File: src/rtl/core/aesm_ram.sv
// ----------------------------------------------------------------------------
// aesm_ram
// Generic single write port, single read port RAM with registered read.
// ----------------------------------------------------------------------------
module aesm_ram #(
    parameter int WIDTH = 8,
    parameter int DEPTH = 16
) (
    input  logic                     i_clk,
    input  logic                     i_we,
    input  logic [$clog2(DEPTH)-1:0] i_waddr,
    input  logic [WIDTH-1:0]         i_wdata,
    input  logic [$clog2(DEPTH)-1:0] i_raddr,
    output logic [WIDTH-1:0]         o_rdata
);

    logic [WIDTH-1:0] r_mem [DEPTH];
    logic [WIDTH-1:0] r_rdata;

    always_ff @(posedge i_clk) begin
        if (i_we) begin
            r_mem[i_waddr] <= i_wdata;
        end
        r_rdata <= r_mem[i_raddr];
    end

    assign o_rdata = r_rdata;

endmodule

File: config.mk
export PLATFORM = sky130hd
export DESIGN_NAME = aesm_ram
export DESIGN_NICKNAME = d
export VERILOG_FILES = /design/src/rtl/core/aesm_ram.sv
export SDC_FILE = /design/constraint.sdc
export NUM_CORES = 1
export LEC_CHECK = 0
export ABC_AREA = 1
export BUFFER_PORTS_ARGS = -buffer_cell sky130_fd_sc_hd__clkbuf_2
export CELL_PAD_IN_SITES_DETAIL_PLACEMENT = 2
export CELL_PAD_IN_SITES_GLOBAL_PLACEMENT = 2
export CORE_MARGIN = 5
export CORE_UTILIZATION = 28
export CTS_CLUSTER_SIZE = 30
export DETAILED_ROUTE_END_ITERATION = 16
export GPL_TIMING_DRIVEN = 0
export PLACE_DENSITY = 0.55
export REMOVE_ABC_BUFFERS = 1
export SYNTH_ARGS = -nofsm -noshare
export SYNTH_HDL_FRONTEND = slang
export SYNTH_SLANG_ARGS = --single-unit
File: constraint.sdc
create_clock -name i_clk -period 2.7 [get_ports i_clk]
set_clock_uncertainty 0.1 [all_clocks]
set_input_delay 0.81 -clock i_clk [delete_from_list [all_inputs] [get_ports i_clk]]
set_output_delay 0.81 -clock i_clk [all_outputs]
set_load 0.02 [all_outputs]
==> results of run 1 <==
## sequential cells by signal (all words and copies together), names as in the netlist
register  count
o_rdata       8
r_mem       128
## routing by layer
layer / up-vias / wire length (um) / track usage / part of all wire
met5: - / 0 / 0 / 0
li1: 1812 / - / - / -
met2: 40 / 8674 / 0.2611 / 0.54
met4: 0 / 200 / 0.04415 / 0.013
met1: 1888 / 6830 / 0.1671 / 0.43
met3: 12 / 283 / 0.02782 / 0.018
## power breakdown
part | leakage, nW | total, W | switching, W | internal (W)
clock | 0.275 | 0.00234 | 0.000893 | 0.00144
combinational | 1.30 | 0.000295 | 0.000221 | 0.0000734
sequential | 1.22 | 0.00237 | 0.0000128 | 0.00236
total | 2.80 | 0.00501 | 0.00113 | 0.00388
## path summary, 6_finish.rpt
kind	startpoint	endpoint	slack [ns]	cells past startpoint
hold / removal	r_mem[2][0]	o_rdata[0]	0.57	6
setup / recovery	i_raddr[0]	o_rdata[3]	0.29	8
setup reg to reg	r_mem[9][4]	o_rdata[4]	1.52	6
hold reg to reg	r_mem[2][0]	o_rdata[0]	0.57	6
## area by class of cell
| cell class | instances | area share |
|---|---|---|
| inverter | 102 | 0.05822 |
| clock inverter | 13 | 0.02347 |
| sequential | 136 | 0.6009 |
| tap | 270 | 0.05070 |
| clock buffer | 19 | 0.06498 |
| timing repair buffer | 25 | 0.01953 |
| multi-input combinational | 289 | 0.1822 |
## Yosys cell counts
library cell    n
nand2_1       173
edfxtp_1      128
inv_1         100
nand3_1        97
nor2_1         17
buf_2          13
dfxtp_1         8
buf_6           6
buf_4           4
inv_2           2
nand3b_1        2
buf_1           1
## stage by stage
stage	cells	util	hold slack, ns	setup TNS [ns]
CTS	854	0.3291	0.5862	0
floorplan	527	-	0.5067	0
finish	854	0.3293	0.5708	0
global route	854	0.3293	0.6517	0
global placement	822	0.2997	0.5609	-11.68
detailed placement	822	0.2998	0.5665	-5.837
## placed cells by master, fill, tap and decap left out
| cell | synthesis | layout |
|---|---|---|
| clkinv_4 | 0 | 1 |
| clkinv_2 | 0 | 4 |
| nand3_1 | 97 | 97 |
| clkbuf_1 | 0 | 2 |
| dfxtp_1 | 8 | 8 |
| nand2_1 | 173 | 173 |
| inv_6 | 0 | 1 |
| inv_1 | 100 | 100 |
| clkbuf_2 | 0 | 23 |
| inv_2 | 2 | 1 |
| clkinvlp_4 | 0 | 5 |
| clkbuf_16 | 0 | 17 |
| bufinv_16 | 0 | 3 |
| clkbuf_4 | 0 | 2 |
| nand3b_1 | 2 | 2 |
| nor2_1 | 17 | 17 |
| edfxtp_1 | 128 | 128 |
## logic make-up after synthesis
kind of cell,after synthesis,synth area share
DFF,136,0.6943
and+or+nand+nor,289,0.2105
buffers and inverters,126,0.09525
## worst register-to-register path, cell delays in order, from the launching register on
cell and delay [ns]:
edfxtp_1 0.36, inv_1 0.06, nand2_1 0.04, nand3_1 0.13, nand3_1 0.13, nand3_1 0.20, nand2_1 0.07
==> out/qor.yml, run 1 <==
ctsResizeCount: 2
cts_buffer_depth: 2
preCtsSetupSlack_ns: -0.7707
die_h_um: 153.5
final-hold-violation-count: 0
synth_area_mm2: 0.005767
critPathRequiredTime_ns: 2.90
synth.yosys.seq_area_share: 0.6943
p_leak_nw: 2.795
antenna_found_initial: 0
path_delay_family: "buffers and inverters"
total_power_w: 0.005006
finalNetCount: 589
drt-initial-drc-count: 135
drive_gt1_frac: 0.09760
relSlewSlack: 0.2894
area.sequential_mm2: 0.004004
synth_top_area_cell: "edfxtp_1"
avgSynthCellArea_um2: 10.47
layout_setup_ws_ns: 0.2852
timing.fmax_ghz: 0.4141
core-area_mm2: 0.02023
row_count: 52
power.density_mw_per_mm2: 751.3
drcViolationCount: 0
cts_tree: "yes"
start_util: 0.2850
io_pins: 26
crit_top_cell: "nand2_1"
synth_warnings: 0
clock-sinks: 136
drt-total-wl_mm: 15.99
worst_pin_slew_ns: 1.062
fill_cells: 2146
routedWlPerCell_um: 18.72
grt_setup_unrepaired: "no"
endpoint_kind: "flip-flop"
slew_viol_final: 0
ctsHoldBuffers: 0
cp-start-kind: "input port"
die_w_um: 153.5
path_cells: "clkbuf_4 > inv_6 > nand2_1 > nand2_1 > nand2_1 > nand3_1 > nand3_1 > nand2_1"
ys_seq_elements: 136
worst_path_largest_cell_delay_ns: 0.68
dr.pass1.iters: 5
dpl.hpwl_mm: 9.294
cts-root-buf: "clkbuf_16"
vias: 3752
netlist.area_leader.share: 0.6665
clk_latency_ns: 0.42
min_path_type: "flip-flop to flip-flop"
min_period_over_period: 0.8944
status: "finished, final reports clean"
gp_congestion: 0.7046
globalRouteTotalUtil: 0.1422
die_area_mm2: 0.02357
clk_pin_slew_ns: 0.06
grt_pass1_wl_mm: 24.85
area_growth_syn_to_layout_pct: 15.53
yosys-top-cells-area: "edfxtp_1 67%, nand2_1 11%, nand3_1 8.4%, inv_1 6.5%, dfxtp_1 2.8%"
crit_fanout: 65
port_buffers: 25
final_area_mm2: 0.006663
path_buf_inv: 2
cpMaxStageDelayCell: "clkbuf_4"
ir_drop_mv: 0.4549
cp.arrival_ns: 2.62
post_cts_buffers: 0
cts_buffers: 17
setup_viol: 0
gr-total-overflow: 0
detail-route-antenna-nets: 0
viasPerCell: 4.393
grt_pass1_vias: 4276
ys_types: 12
crit_type: "input port to flip-flop"
grt_max_degree: 66
multi_input_area_mm2: 0.001214
placed_area_mm2: 0.006066
period_minus_slack_ns: 2.415
diodes: 0
max_cap_violations: 0
netlist_instances: 551
cts_htree_levels: 4
Power figures use the tool's default switching activity.
==> run 2: changes to the inputs <==
Settings changed: ABC_AREA 1 to default, GPL_TIMING_DRIVEN 0 to default, PLACE_DENSITY 0.55 to 0.47.
==> out/qor.yml, run 2 <==
min_path_type: "flip-flop to flip-flop"
synth_edf_count: 128
finalNetCount: 301
worst-path-stages: 1
layout.cells.non_filler: 525
avgSynthCellArea_um2: 22.48
synth.yosys.seq_area_share: 0.7778
largest_reg_flops: 128
grt_setup_unrepaired: "no"
gp_congestion: 0.6659
start_util: 0.2856
dr.pass1.iters: 4
max_cap_violations: 0
path_buf_inv: 1
drt-total-wl_mm: 11.71
routedWlPerCell_um: 22.30
fill_cells: 1778
die_h_um: 145.6
preCtsSetupSlack_ns: 0.3208
p_leak_nw: 2.103
drt-initial-drc-count: 119
switching_share: 0.2020
dp_cells: 493
synth_warnings: 0
globalRouteTotalUtil: 0.1182
row_count: 49
cts_buffer_depth: 2
timing.fmax_ghz: 0.5259
detail-route-antenna-nets: 0
netlist.area_leader.share: 0.7467
synth_area_mm2: 0.005147
diodes: 0
clock-sinks: 136
io_pins: 26
synth_top_area_cell: "edfxtp_1"
layout_common_cells: "128 x edfxtp_1, 25 x clkbuf_2, 18 x mux4_2, 17 x clkbuf_16, 17 x buf_4"
area_growth_syn_to_layout_pct: 21.03
hold_path_depth: 3
cts_buffers: 17
ys_types: 19
layout_setup_ws_ns: 0.7985
ys.flop_type: "edfxtp_1"
fin_setup_tns_ns: 0
power.density_mw_per_mm2: 782.3
period_minus_slack_ns: 1.901
final_area_mm2: 0.006230
cts_htree_levels: 4
core-area_mm2: 0.01802
cts-root-buf: "clkbuf_16"
grt_pass1_vias: 2761
p_sw_w: 0.0009847
ys_async_sr_fraction: 0
endpoint_kind: "output port"
combPwrFrac: 0.049
gr-total-overflow: 0
cp-start-kind: "flip-flop"
cpMaxStageDelayCell: "dfxtp_1"
grt_max_degree: 33
setup_viol: 0
regMostFlops: "r_mem"
grt_pass1_wl_mm: 17.95
placed_area_mm2: 0.005660
cp.arrival_ns: 0.99
layout_commonest_cell: "edfxtp_1"
yosys-top-cells-area: "edfxtp_1 75%, mux4_2 7.9%, mux4_1 7.1%, dfxtp_1 3.1%, a22oi_1 2.3%"
ys_seq_elements: 136
synthAdderAreaFrac: 0
final-hold-violation-count: 0
worst_pin_slew_ns: 0.8104
critPathRequiredTime_ns: 1.79
drive_gt1_frac: 0.3074
port_buffers: 25
clockPowerShare: 0.463
crit_fanout: 1
min_period_over_period: 0.7043
r2r_cells: 3
dpl.hpwl_mm: 7.538
die_area_mm2: 0.02120
status: "finished, final reports clean"
clk_pin_slew_ns: 0.05
netlist_instances: 229
path_cells: "clkbuf_2"
ctsHoldBuffers: 0
total_power_w: 0.004874
ctsResizeCount: 0
antenna_found_initial: 0
synth_most_common_cell: "edfxtp_1"
clk_latency_ns: 0.42
p_int_w: 0.003889
die_w_um: 145.6
synth-compound-area-share: 0.02333
crit_type: "flip-flop to output port"
synth.mux.area_fraction: 0.1502
path_delay_family: "flip-flops"
cts_tree: "yes"
sequentialPowerShare: 0.488
synth_top_family_by_area: "multiplexers"
slew_viol_final: 0
drcViolationCount: 0
synthSimpleGateAreaFrac: 0.03184
viasPerCell: 4.669
vias: 2451
post_cts_buffers: 0
yosys.area_share.xor_xnor: 0
worst_path_largest_cell_delay_ns: 0.38
ir_drop_mv: 0.3778
relSlewSlack: 0.4586
synthTopCellsByCount: "128 x edfxtp_1, 18 x mux4_2, 16 x a22oi_1, 14 x mux4_1, 13 x nor2_1"
==> run 2: power groups by stage <==
stage	clock network [W]	registers, W	logic (W)
2_1_floorplan	0	0.00243	0.0000946
3_3_place_gp	0	0.00242	0.000246
3_5_place_dp	0	0.00242	0.000251
4_1_cts	0.00233	0.00238	0.000251
5_1_grt	0.00242	0.00238	0.000264
6_report	0.00226	0.00238	0.000239
==> run 2: final timing paths <==
check	slack, ns	end	from
max	0.80	o_rdata[1]	o_rdata[1]
min	0.58	o_rdata[5]	r_mem[12][5]
max reg2reg	1.27	o_rdata[6]	r_mem[11][6]
min reg2reg	0.58	o_rdata[5]	r_mem[12][5]
==> run 2: logic make-up (layout without fill, tap and decap cells) <==
kind of cell,after synthesis,in the layout
AO/OA/AOI/OAI,16,16
buffers and inverters,10,77
flip-flops,136,136
multiplexers,32,32
AND/OR/NAND/NOR,35,35
==> run 2: final cells by class <==
type / instances / area [um2] / share of cell area
repair buffers: 45 / 312.8 / 0.05021
clock inverters: 12 / 132.6 / 0.02129
clock buffers: 20 / 436.7 / 0.07009
flip-flops and latches: 136 / 4004 / 0.6427
multi-input cells: 83 / 1057 / 0.1697
well taps: 229 / 286.5 / 0.04599
==> run 2: through the flow <==
step,hold slack (ns),utilization
2_1_floorplan,0.5293,-
4_1_cts,0.5921,0.3456
3_5_place_dp,0.5731,0.3140
3_3_place_gp,0.5695,0.3140
6_report,0.5776,0.3456
5_1_grt,0.6184,0.3456
==> run 2: metal layers <==
| layer | GRT usage | share of wire | vias to the layer above |
|---|---|---|---|
| met5 | 0 | 0 | - |
| li1 | - | - | 1082 |
| met3 | 0.04298 | 0.041 | 11 |
| met4 | 0.04478 | 0.012 | 0 |
| met2 | 0.1822 | 0.49 | 51 |
| met1 | 0.1534 | 0.46 | 1307 |
==> run 3: changes to the inputs <==
Clock period 2.7 ns to 1.9 ns, I/O delays scaled along.
==> out/qor.yml, run 3 (synthesis gave the netlist of run 2 again) <==
status: "finished, final reports clean"
gr-total-overflow: 0
grt_pass1_vias: 2885
area_growth_syn_to_layout_pct: 23.77
grt_setup_unrepaired: "no"
r2r_cells: 4
timing.fmax_ghz: 0.5629
vias: 2497
globalRouteTotalUtil: 0.1175
holdPathEnd: "r_mem[10][6]"
grt_pass1_wl_mm: 18.15
drcViolationCount: 0
row_count: 49
relSlewSlack: 0.4436
grt_max_degree: 17
ctsHoldBuffers: 0
critPathRequiredTime_ns: 2.08
cp-start-kind: "input port"
setup_viol: 0
hold_path_depth: 1
min_period_over_period: 0.9349
clk_latency_ns: 0.41
fin_hold_ws_ns: 0.5090
rrSetupSlack_ns: 0.40
min_from: "i_wdata[6]"
dpl.hpwl_mm: 7.923
slew_viol_final: 0
endpoint_kind: "flip-flop"
combPwrFrac: 0.050
max_cap_violations: 0
min_path_type: "input port to flip-flop"
finalNetCount: 311
die_h_um: 145.6
io_pins: 26
p_int_w: 0.005801
worst_pin_slew_ns: 0.8329
clock-sinks: 136
gp_congestion: 0.6897
antenna_found_initial: 0
viasPerCell: 4.667
dr.pass1.iters: 5
total_power_w: 0.007186
regMostFlops: "r_mem"
die_w_um: 145.6
power.density_mw_per_mm2: 1128
detail-route-antenna-nets: 0
diodes: 0
drt-total-wl_mm: 11.71
cts_tree: "yes"
r2r-end: "o_rdata[7]"
crit_type: "input port to flip-flop"
post_cts_buffers: 0
cts_htree_levels: 4
cts-root-buf: "clkbuf_16"
crit_fanout: 12
cts_buffers: 17
period_minus_slack_ns: 1.776
clockPowerShare: 0.480
cp.arrival_ns: 1.96
sequentialPowerShare: 0.470
core-area_mm2: 0.01802
ctsResizeCount: 0
cts_buffer_depth: 2
routedWlPerCell_um: 21.88
drt-initial-drc-count: 130
r2r_start: "r_mem[11][7]"
p_leak_nw: 2.180
ir_drop_mv: 0.5483
start_util: 0.2856
drive_gt1_frac: 0.3366
largest_reg_flops: 128
layout_commonest_cell: "edfxtp_1"
die_area_mm2: 0.02120
switching_share: 0.1927
port_buffers: 25
final-hold-violation-count: 0
p_sw_w: 0.001385
clk_pin_slew_ns: 0.06
layout_common_cells: "128 x edfxtp_1, 26 x buf_4, 25 x clkbuf_2, 18 x mux4_2, 17 x clkbuf_16"
## run 3: cell types whose count changed in the layout (fill, tap and decap cells not counted)
cell | before | now
bufinv_16 | 3 | 4
buf_12 | 3 | 4
buf_4 | 17 | 26
clkbuf_8 | 0 | 3
clkinv_2 | 7 | 5
clkinv_1 | 2 | 0
## run 3: power by group through the flow
stage | combinational, W | sequential, W | clock, W
floorplan | 0.000134 | 0.00346 | 0
finish | 0.000361 | 0.00338 | 0.00345
CTS | 0.000376 | 0.00338 | 0.00354
global route | 0.000398 | 0.00338 | 0.00369
detailed placement | 0.000375 | 0.00344 | 0
global placement | 0.000370 | 0.00344 | 0
## run 3: metal layers
layer	vias up	wire length, um	GRT usage
met5	-	0	0
li1	1101	-	-
met1	1332	5171	0.1519
met3	10	453	0.03519
met4	0	115	0.03638
met2	54	5967	0.1914
## run 3: worst max-delay path, cell delays in order
cell	delay [ns]
clkbuf_2	0.17
buf_12	0.18
buf_12	0.12
mux4_1	0.53
a22oi_1	0.27
nand2_1	0.10
## run 3: metrics by stage
step / worst slack, ns / std cells / cell area [um2] / util / TNS [ns]
finish: 0.1236 / 535 / 6371 / 0.3535 / 0
global route: 0.01209 / 535 / 6371 / 0.3535 / 0
CTS: 0.1127 / 535 / 6371 / 0.3535 / 0
detailed placement: -0.3036 / 503 / 5748 / 0.3189 / -3.206
global placement: -0.3235 / 503 / 5748 / 0.3189 / -2.499
floorplan: -0.2629 / 219 / 5061 / - / -2.641
## run 3: layout make-up
type	instances	area (um2)
timing repair buffer	55	400.4
clock buffer	23	478.0
sequential	136	4004
multi-input combinational	83	1057
clock inverter	9	145.1
fill	1771	11650
tap	229	286.5
## run 3: worst max-delay path by stage
stage / startpoint / end / cells after the start
floorplan: i_waddr[2] / r_mem[0][0] / 2
global placement: i_raddr[0] / o_rdata[3] / 6
detailed placement: i_raddr[0] / o_rdata[3] / 6
CTS: i_raddr[0] / o_rdata[3] / 6
global route: i_raddr[0] / o_rdata[3] / 6
finish: i_raddr[0] / o_rdata[3] / 6
